--- config.mk ---
export PLATFORM = sky130hd
export DESIGN_NAME = lsb_stego_embed_extract_unit_flat
export DESIGN_NICKNAME = d
export VERILOG_FILES = /design/src/rtl/lse_pkg.sv /design/src/rtl/lse_in_if.sv /design/src/rtl/lse_out_if.sv /design/src/rtl/lse_step.sv /design/src/rtl/lsb_stego_embed_extract_unit.sv /design/src/flat_wrapper.sv
export SDC_FILE = /design/constraint.sdc
export NUM_CORES = 1
export LEC_CHECK = 0
export BUFFER_PORTS_ARGS = -buffer_cell sky130_fd_sc_hd__clkbuf_2
export CORE_UTILIZATION = 51
export DETAILED_ROUTE_END_ITERATION = 8
export PLACE_DENSITY = 0.69
export SYNTH_ARGS = -nofsm -noshare
export SYNTH_HDL_FRONTEND = slang
export SYNTH_HIERARCHICAL = 1
export SYNTH_SLANG_ARGS = --single-unit
--- constraint.sdc ---
create_clock -name clk -period 4.7 [get_ports clk]
set_input_delay 0.47 -clock clk [delete_from_list [all_inputs] [get_ports clk]]
set_output_delay 0.47 -clock clk [all_outputs]
set_load 0.03 [all_outputs]
--- src/rtl/lse_pkg.sv ---
// Package for the LSB stego embed/extract unit.
// Shared types, register indexes and codes; no dependencies.
package lse_pkg;

  localparam int ByteW     = 8;
  localparam int BufW      = 16;
  localparam int CountW    = 5;
  localparam int NW        = 4;
  localparam int LenW      = 16;
  localparam int CfgIdxW   = 2;
  localparam int CfgDataW  = 16;

  localparam logic [CfgIdxW-1:0] REG_BITS_PER_BYTE = 2'd0;
  localparam logic [CfgIdxW-1:0] REG_MODE          = 2'd1;
  localparam logic [CfgIdxW-1:0] REG_MESSAGE_LEN   = 2'd2;

  localparam logic MODE_EMBED   = 1'b0;
  localparam logic MODE_EXTRACT = 1'b1;
  localparam logic OP_LOAD      = 1'b0;
  localparam logic OP_CARRIER   = 1'b1;
  localparam logic KIND_CARRIER = 1'b0;
  localparam logic KIND_MESSAGE = 1'b1;

  typedef struct packed {
    logic [NW-1:0]   bits_per_byte;
    logic            mode;
    logic [LenW-1:0] message_length;
  } lse_cfg_t;

  typedef struct packed {
    logic [BufW-1:0]   bit_buffer;
    logic [CountW-1:0] bit_count;
    logic [LenW-1:0]   bytes_recovered;
  } lse_state_t;

  typedef struct packed {
    logic             valid;
    logic [ByteW-1:0] out_byte;
    logic             kind;
  } lse_result_t;

endpackage

--- src/rtl/lse_in_if.sv ---
// Input channel of the LSB stego unit: valid/ready plus one item.
// Depends on lse_pkg for field widths.
interface lse_in_if;
  logic                      valid;
  logic                      ready;
  logic                      opcode;
  logic [lse_pkg::ByteW-1:0] message_byte;
  logic [lse_pkg::ByteW-1:0] carrier_byte;

  modport source (output valid, output opcode, output message_byte,
                  output carrier_byte, input ready);
  modport sink (input valid, input opcode, input message_byte,
                input carrier_byte, output ready);
endinterface

--- src/rtl/lse_out_if.sv ---
// Result channel of the LSB stego unit: valid/ready plus one result.
// Depends on lse_pkg for field widths.
interface lse_out_if;
  logic                      valid;
  logic                      ready;
  logic [lse_pkg::ByteW-1:0] out_byte;
  logic                      kind;

  modport source (output valid, output out_byte, output kind, input ready);
  modport sink (input valid, input out_byte, input kind, output ready);
endinterface

--- src/rtl/lse_step.sv ---
// Per-beat datapath of the LSB stego unit: next bit-buffer state and result.
// Depends on lse_pkg.
module lse_step (
  input  lse_pkg::lse_cfg_t              cfg,
  input  lse_pkg::lse_state_t            state,
  input  logic                           opcode,
  input  logic [lse_pkg::ByteW-1:0]      message_byte,
  input  logic [lse_pkg::ByteW-1:0]      carrier_byte,
  output lse_pkg::lse_state_t            state_nxt,
  output lse_pkg::lse_result_t           result
);

  logic [lse_pkg::NW-1:0]     n;
  logic [lse_pkg::ByteW-1:0]  nmask;
  logic [lse_pkg::NW-1:0]     k;
  logic [lse_pkg::CountW-1:0] rest;
  logic [lse_pkg::ByteW-1:0]  kmask;
  logic [lse_pkg::BufW-1:0]   shifted;
  logic [lse_pkg::ByteW-1:0]  bits0;
  logic [lse_pkg::ByteW-1:0]  bits;
  logic [lse_pkg::BufW-1:0]   rest_mask;
  logic [lse_pkg::NW-1:0]     c;
  logic [lse_pkg::BufW-1:0]   b;
  logic [lse_pkg::BufW-1:0]   b2;
  logic [lse_pkg::CountW-1:0] c2;
  logic [lse_pkg::CountW-1:0] c3;
  logic [lse_pkg::BufW-1:0]   b2_shift;
  logic [lse_pkg::BufW-1:0]   c3_mask;

  // n clamped to 1..8 and the related masks
  always_comb begin
    if (cfg.bits_per_byte == 4'd0) begin
      n = 4'd1;
    end else if (cfg.bits_per_byte > 4'd8) begin
      n = 4'd8;
    end else begin
      n = cfg.bits_per_byte;
    end
    nmask = 8'hFF >> (4'd8 - n);
  end

  // embed path
  always_comb begin
    k         = (state.bit_count < {1'b0, n}) ? state.bit_count[3:0] : n;
    rest      = state.bit_count - {1'b0, k};
    kmask     = 8'hFF >> (4'd8 - k);
    shifted   = state.bit_buffer >> rest;
    bits0     = shifted[7:0] & kmask;
    bits      = (bits0 << (n - k)) & nmask;
    rest_mask = 16'hFFFF >> (5'd16 - rest);
  end

  // extract path
  always_comb begin
    c        = (state.bit_count > 5'd7) ? 4'd7 : state.bit_count[3:0];
    b        = (state.bit_count > 5'd7) ? {9'd0, state.bit_buffer[6:0]} :
               state.bit_buffer;
    b2       = (b << n) | {8'd0, carrier_byte & nmask};
    c2       = {1'b0, c} + {1'b0, n};
    c3       = c2 - 5'd8;
    b2_shift = b2 >> c3;
    c3_mask  = 16'hFFFF >> (5'd16 - c3);
  end

  always_comb begin
    state_nxt       = state;
    result.valid    = 1'b0;
    result.out_byte = carrier_byte;
    result.kind     = lse_pkg::KIND_CARRIER;
    if (cfg.mode == lse_pkg::MODE_EMBED) begin
      if (opcode == lse_pkg::OP_LOAD) begin
        if (state.bit_count <= 5'd8) begin
          state_nxt.bit_buffer = {state.bit_buffer[7:0], message_byte};
          state_nxt.bit_count  = state.bit_count + 5'd8;
        end
      end else begin
        result.valid = 1'b1;
        if (state.bit_count != 5'd0) begin
          result.out_byte      = (carrier_byte & ~nmask) | bits;
          state_nxt.bit_buffer = state.bit_buffer & rest_mask;
          state_nxt.bit_count  = rest;
        end
      end
    end else if (opcode == lse_pkg::OP_CARRIER &&
                 state.bytes_recovered < cfg.message_length) begin
      if (c2 < 5'd8) begin
        state_nxt.bit_buffer = b2;
        state_nxt.bit_count  = c2;
      end else begin
        result.valid              = 1'b1;
        result.kind               = lse_pkg::KIND_MESSAGE;
        result.out_byte           = b2_shift[7:0];
        state_nxt.bit_buffer      = b2 & c3_mask;
        state_nxt.bit_count       = c3;
        state_nxt.bytes_recovered = state.bytes_recovered + 16'd1;
      end
    end
  end

endmodule

--- src/rtl/lsb_stego_embed_extract_unit.sv ---
// LSB steganography embed/extract unit, n message bits per carrier byte, MSB first.
// A beat is accepted in any cycle with in_ch.ready high; the bit buffer updates at the
// accepting edge and the result, if any, lands in a single output register at that
// edge. in_ch.ready is high whenever that register is empty or being drained, so
// the unit sustains one beat per clock while the sink keeps up. Depends on lse_pkg,
// lse_in_if, lse_out_if and lse_step. Configuration writes belong to idle periods.
module lsb_stego_embed_extract_unit (
  input  logic                           clk,
  input  logic                           rst_n,
  lse_in_if.sink                         in_ch,
  lse_out_if.source                      out_ch,
  input  logic                           cfg_we,
  input  logic [lse_pkg::CfgIdxW-1:0]    cfg_index,
  input  logic [lse_pkg::CfgDataW-1:0]   cfg_wdata
);

  lse_pkg::lse_cfg_t    cfg_r;
  lse_pkg::lse_state_t  state_r;
  lse_pkg::lse_state_t  state_nxt;
  lse_pkg::lse_result_t result;
  logic                 out_valid_r;
  logic [lse_pkg::ByteW-1:0] out_byte_r;
  logic                 out_kind_r;
  logic                 accept;

  assign in_ch.ready = !out_valid_r || out_ch.ready;
  assign accept      = in_ch.valid && in_ch.ready;

  assign out_ch.valid    = out_valid_r;
  assign out_ch.out_byte = out_byte_r;
  assign out_ch.kind     = out_kind_r;

  lse_step u_step (
    .cfg          (cfg_r),
    .state        (state_r),
    .opcode       (in_ch.opcode),
    .message_byte (in_ch.message_byte),
    .carrier_byte (in_ch.carrier_byte),
    .state_nxt    (state_nxt),
    .result       (result)
  );

  always_ff @(posedge clk) begin
    if (!rst_n) begin
      cfg_r.bits_per_byte  <= 4'd1;
      cfg_r.mode           <= lse_pkg::MODE_EMBED;
      cfg_r.message_length <= '0;
      state_r              <= '0;
    end else if (cfg_we) begin
      unique case (cfg_index)
        lse_pkg::REG_BITS_PER_BYTE: begin
          cfg_r.bits_per_byte <= cfg_wdata[3:0];
        end
        lse_pkg::REG_MODE: begin
          cfg_r.mode <= cfg_wdata[0];
          state_r    <= '0;
        end
        lse_pkg::REG_MESSAGE_LEN: begin
          cfg_r.message_length    <= cfg_wdata;
          state_r.bytes_recovered <= '0;
        end
        default: begin
        end
      endcase
    end else if (accept) begin
      state_r <= state_nxt;
    end
  end

  always_ff @(posedge clk) begin
    if (!rst_n) begin
      out_valid_r <= 1'b0;
    end else if (accept) begin
      out_valid_r <= result.valid;
    end else if (out_ch.ready) begin
      out_valid_r <= 1'b0;
    end
  end

  always_ff @(posedge clk) begin
    if (accept && result.valid) begin
      out_byte_r <= result.out_byte;
      out_kind_r <= result.kind;
    end
  end

`ifndef SYNTHESIS
  a_count_range: assert property (@(posedge clk) disable iff (!rst_n)
    state_r.bit_count <= 5'd16)
    else $error("bit count above 16");

  a_extract_count: assert property (@(posedge clk) disable iff (!rst_n)
    cfg_r.mode == lse_pkg::MODE_EXTRACT |-> state_r.bit_count <= 5'd7)
    else $error("extract mode holds a whole byte of pending bits");

  a_kind_mode: assert property (@(posedge clk) disable iff (!rst_n)
    out_valid_r |-> out_kind_r == cfg_r.mode)
    else $error("result kind does not match mode");

  a_recovered_bound: assert property (@(posedge clk) disable iff (!rst_n)
    state_r.bytes_recovered <= cfg_r.message_length)
    else $error("recovered more bytes than message length");
`endif

endmodule

--- src/flat_wrapper.sv ---
// flat-port wrapper written by rule: the top's interface ports become plain ports
module lsb_stego_embed_extract_unit_flat 
  (clk, rst_n, cfg_we, cfg_index, cfg_wdata, in_ch_valid, in_ch_opcode, in_ch_message_byte, in_ch_carrier_byte, in_ch_ready, out_ch_valid, out_ch_out_byte, out_ch_kind, out_ch_ready);
  lse_in_if in_ch_i ();
  lse_out_if out_ch_i ();
  input  logic clk;
  input  logic rst_n;
  input  logic cfg_we;
  input  logic [lse_pkg::CfgIdxW-1:0] cfg_index;
  input  logic [lse_pkg::CfgDataW-1:0] cfg_wdata;
  input wire logic [$bits(in_ch_i.valid)-1:0] in_ch_valid;
  input wire logic [$bits(in_ch_i.opcode)-1:0] in_ch_opcode;
  input wire logic [$bits(in_ch_i.message_byte)-1:0] in_ch_message_byte;
  input wire logic [$bits(in_ch_i.carrier_byte)-1:0] in_ch_carrier_byte;
  output wire logic [$bits(in_ch_i.ready)-1:0] in_ch_ready;
  output wire logic [$bits(out_ch_i.valid)-1:0] out_ch_valid;
  output wire logic [$bits(out_ch_i.out_byte)-1:0] out_ch_out_byte;
  output wire logic [$bits(out_ch_i.kind)-1:0] out_ch_kind;
  input wire logic [$bits(out_ch_i.ready)-1:0] out_ch_ready;
  assign in_ch_i.valid = in_ch_valid;
  assign in_ch_i.opcode = in_ch_opcode;
  assign in_ch_i.message_byte = in_ch_message_byte;
  assign in_ch_i.carrier_byte = in_ch_carrier_byte;
  assign in_ch_ready = in_ch_i.ready;
  assign out_ch_valid = out_ch_i.valid;
  assign out_ch_out_byte = out_ch_i.out_byte;
  assign out_ch_kind = out_ch_i.kind;
  assign out_ch_i.ready = out_ch_ready;
  lsb_stego_embed_extract_unit u_core (.clk(clk), .rst_n(rst_n), .in_ch(in_ch_i), .out_ch(out_ch_i), .cfg_we(cfg_we), .cfg_index(cfg_index), .cfg_wdata(cfg_wdata));
endmodule
* Word-level counts from Yosys, hierarchy flattened
Cells that the tools add are included.
** Storage, ports and cells
- Word-level logic and storage cells :: 93
- Input port bits :: 40
- Output and inout bits :: 11
- Register bits after elaboration :: 68
** Cells by class
- Shift operators :: 8
- Mux-type cells :: 24
- Equality and inequality tests :: 7
- Add/subtract/negate cells :: 10
- Bitwise logic cells :: 9
- Reductions and logical operators :: 20
- Magnitude comparators :: 6
** Operators by type and width (number)
- 2-to-1 mux 21 bit :: 6
- 2-to-1 mux 37 bit :: 3
- 2-to-1 mux 16 bit :: 4
- AND 16 bit :: 2
- AND 8 bit :: 4
- >> shifter 16 x 5 -> 16 bit (first input constant) :: 2
- >> shifter 16 x 5 -> 8 bit :: 2
- 2-to-1 mux 10 bit :: 2
- 2-to-1 mux 9 bit :: 2
- adder 16 x 1 -> 16 bit (second input constant) :: 1
- less-than comparator 16 bit :: 1
- 2-to-1 mux 4 bit :: 4
- bitwise OR 16 x 8 -> 16 bit :: 1
- << shifter 16 x 4 -> 16 bit :: 1
- >> shifter 8 x 4 -> 8 bit (first input constant) :: 2
- AND reduction 5 bit :: 2
- subtractor 5 bit (first input constant) :: 2
- 2-to-1 mux 8 bit :: 1
- NOT 8 bit :: 1
- bitwise OR 8 bit :: 1
- AND reduction 2 bit :: 4
- nonzero test 2 bit :: 4
- << shifter 8 x 4 -> 8 bit :: 1
- subtractor 4 bit (first input constant) :: 2
- other kinds (25) :: 29

* Longest topological paths before layout
- Depth after elaboration :: 15
- Depth in mapped cells :: 27
- Depth with buffers taken out :: 23

* Hierarchy
Netlist, hierarchy kept.
** Modules (own cells, without submodules)
- lse_step :: cells each 889, instances 1, sequential area each 0.0 µm², area an instance 5801.8 µm²
- lsb_stego_embed_extract_unit :: cells each 277, instances 1, sequential area each 1451.4 µm², area an instance 2717.6 µm²

* Worst setup path before layout
Ideal clock, no wire load.
- Path kind :: reg2reg
- From :: register u_core/cfg_r[20] (netlist name)
- To :: register u_core.out_byte_r (netlist bit u_core/out_ch.out_byte[6]), data pin
- Stages on the path, launching flop included :: 21
- Arrival time :: 4.620 ns
- Setup slack :: -0.186 ns
- Path through :: dfxtp_1 > nand2b_1 > clkbuf_1 > ha_1 > a21o_1 > a211oi_4 > nand2_1 > o21ai_0 > ha_1 > inv_1 > ha_1 > inv_1 > a32oi_1 > and3_1 > o31ai_1 > buf_2 > nor3_1 > o21ai_0 > o221ai_1 > a31oi_1 > or3b_1
** RTL lines
- start: declaration :: line lsb_stego_embed_extract_unit.sv:17 : lse_pkg::lse_cfg_t cfg_r;
- end signal: assignment :: line lsb_stego_embed_extract_unit.sv:82 : out_byte_r <= result.out_byte;
- end: declaration :: line lsb_stego_embed_extract_unit.sv:22 : logic [lse_pkg::ByteW-1:0] out_byte_r;

==> results.json <==
{
  "worstPathArrival_ns": 4.71,
  "end_kind": "flop",
  "grt_max_degree": 62,
  "final_cells": 1411,
  "final.setup_skew_ns": 0.0100,
  "layout.nets": 1277,
  "ys_seq_area_frac": 0.170,
  "synth_seq_cells": 68,
  "area_delta_synth_final_pct": 9.77,
  "num_vias": 9314,
  "ir_worst_vdd_uv": 173,
  "dieArea_sq_um": 17200,
  "critical_path_class": "reg2reg",
  "postSynthCellCount": 1166,
  "clock_sinks": 68,
  "ys_types": 101,
  "netlist.area_leader.share": 0.139,
  "dp_slack_ns": 0.0838,
  "n_antenna_cell": 0,
  "dp.cells": 1394,
  "clkTransAtPathRegs_ns": 0.06,
  "grt_pass1_wl_um": 46200,
  "final_cell_mix": "nand2_1, mux2i_1, nor2_1",
  "drv_slew": 0,
  "power_density_nw_per_um2": 252,
  "layout-drive-gt1-share": 0.156,
  "startpoint_type": "flop",
  "status": "finished, final reports clean",
  "grt_pass1_vias": 8353,
  "htreeDepth": 3,
  "synth_flop_cell": "dfxtp_1",
  "yosysTopAreaCell": "dfxtp_1",
  "drt_iter0_drc": 1142,
  "dp_hpwl_um": 22000,
  "tns_ns": 0,
  "finalCriticalPeriod_ns": 4.43,
  "overflow": 0,
  "clk_latency_ns": 0.35,
  "place_congestion": 0.996,
  "setup_viol": 0,
  "die-height_um": 131,
  "cts_buffer_depth": 2,
  "drc": 0,
  "required_ns": 4.97,
  "post_cts_buffers": 0,
  "post-route-period-util": 0.944,
  "die_w_um": 131,
  "clock.fmax_mhz": 225,
  "viasPerCell": 6.60,
  "totalWireLength_um": 29500,
  "whs_ns": 0.328,
  "io_buffer_count": 50,
  "drv_cap": 0,
  "yosysWarnings": 6,
  "fillers": 1530,
  "avgSynthCellArea_sq_um": 7.31,
  "leakage_nw": 3.67,
  "coreArea_sq_um": 16100,
  "rows": 46,
  "antenna_found_initial": 0,
  "ios": 51,
  "setup_ws_ns": 0.265,
  "cts_made_buffers": 9,
  "synth_nets": 1253,
  "worst_slew_margin_rel": 0.135,
  "place_area_sq_um": 8970,
  "yosys-top-cells-area": "dfxtp_1, nand2_1, mux2i_1",
  "hp-class": "in2reg",
  "start_util": 0.529,
  "wl_per_cell_um": 20.9,
  "postLayoutCellArea_sq_um": 9350,
  "detail-route-antenna-nets": 0,
  "r2r_slack_ns": 0.27,
  "async_flop_share": 0,
  "cts_tree": "yes",
  "worstPathMaxFanout": 10,
  "hold_viol": 0,
  "grt_use_total": 0.338,
  "firstDrtPassIters": 6,
  "synth_edf_count": 9,
  "cts_root_buf": "clkbuf_16",
  "grt_setup_unrepaired": "no",
  "final_common_cell": "nand2_1",
  "synth_area_sq_um": 8520,
  "worstMarginPinSlew_ns": 1.30
}
==> cells by family (layout without fill, tap and decap cells) <==
family / after synthesis / after routing / synth area share
AO/OA/AOI/OAI: 319 / 320 / 0.268
XOR/XNOR: 24 / 24 / 0.0247
adder cells (fa/ha/maj): 47 / 47 / 0.0699
buffers and inverters: 144 / 172 / 0.0780
flip-flops: 68 / 68 / 0.170
multiplexers: 111 / 111 / 0.144
AND/OR/NAND/NOR: 453 / 453 / 0.245
==> cells in the mapped netlist (all sizes together) (8+ instances only) <==
| cell | instances |
|---|---|
| a21o | 8 |
| edfxtp | 9 |
| buf | 35 |
| and2 | 9 |
| a22oi | 14 |
| a221oi | 10 |
| mux2i | 81 |
| and3 | 14 |
| nand2 | 222 |
| nand4 | 11 |
| nand2b | 8 |
| mux2 | 23 |
| nor3 | 27 |
| xnor2 | 23 |
| a211oi | 18 |
| nor2 | 78 |
| ha | 46 |
| a21oi | 74 |
| inv | 54 |
| o21ai | 42 |
| clkbuf | 52 |
| dfxtp | 59 |
| o211ai | 16 |
| o31ai | 8 |
| nor2b | 15 |
| a21boi | 27 |
| a31oi | 12 |
| nand3 | 35 |
==> worst paths after layout <==
kind                            depth (start not counted)                           from                         endpoint
worst max-delay path                                   21  u_core/cfg_r[20]$_SDFFE_PN0P_  u_core/state_r[27]$_SDFFE_PN0P_
worst min-delay path                                    3                  cfg_wdata[14]    u_core/cfg_r[14]$_SDFFE_PN0P_
worst max register to register                         21  u_core/cfg_r[20]$_SDFFE_PN0P_  u_core/state_r[27]$_SDFFE_PN0P_
worst min register to register                          2  u_core/cfg_r[12]$_SDFFE_PN0P_    u_core/cfg_r[12]$_SDFFE_PN0P_
==> registers in the layout (all words and copies together) (netlist names) <==
| name | count |
|---|---|
| u_core/cfg_r | 21 |
| u_core/out_ch.valid | 1 |
| u_core/out_ch.out_byte | 8 |
| u_core/out_ch.kind | 1 |
| u_core/state_r | 37 |
==> stage by stage <==
step	util	total power, mW
3_5_place_dp	0.557	1.60
5_1_grt	0.580	2.47
2_1_floorplan	-	1.34
3_3_place_gp	0.557	1.60
4_1_cts	0.576	2.32
6_report	0.580	2.36
==> critical path: stages (launching register included) <==
cell,delay (ns)
dfxtp_1,0.36
nand2b_1,0.18
ha_1,0.32
a21o_1,0.23
a211oi_4,0.25
nand2_2,0.10
o21ai_1,0.20
ha_2,0.21
inv_2,0.06
ha_4,0.17
inv_1,0.10
a32oi_2,0.14
and3_4,0.23
o31a_1,0.36
and2_1,0.19
nand2b_1,0.14
mux2_2,0.29
nand2_2,0.20
o22ai_1,0.12
o31ai_1,0.23
nand2_1,0.10
mux2i_1,0.18
==> layout make-up <==
class                   instances  area [sq um]  share of cell area
clock buffers                   9           225              0.0241
clock inverters                 7          81.3             0.00870
inverters                      57           214              0.0229
multi-input cells             955          6490               0.694
flip-flops and latches         68          1450               0.155
well taps                     216           270              0.0289
repair buffers                 99           622              0.0665
==> layer usage <==
metal | part of all wire | track usage | routed length, um
met5 | 0 | 0 | 0
met4 | 0.054 | 0.191 | 1590
met3 | 0.092 | 0.0629 | 2730
met2 | 0.44 | 0.517 | 12900
met1 | 0.42 | 0.445 | 12300
==> power breakdown <==
group          switching, mW  leakage (nW)  internal, mW
logic                  0.636          2.96         0.376
clock network          0.301         0.149         0.420
registers             0.0207         0.562         0.606
total                  0.958          3.67          1.40
==> what timing repair did <==
action                     in CTS  in global routing
setup endpoints to repair       0                 23
hold buffers                    0                  0
gates resized for setup         0                 17
(Power assumes the default switching activity.)
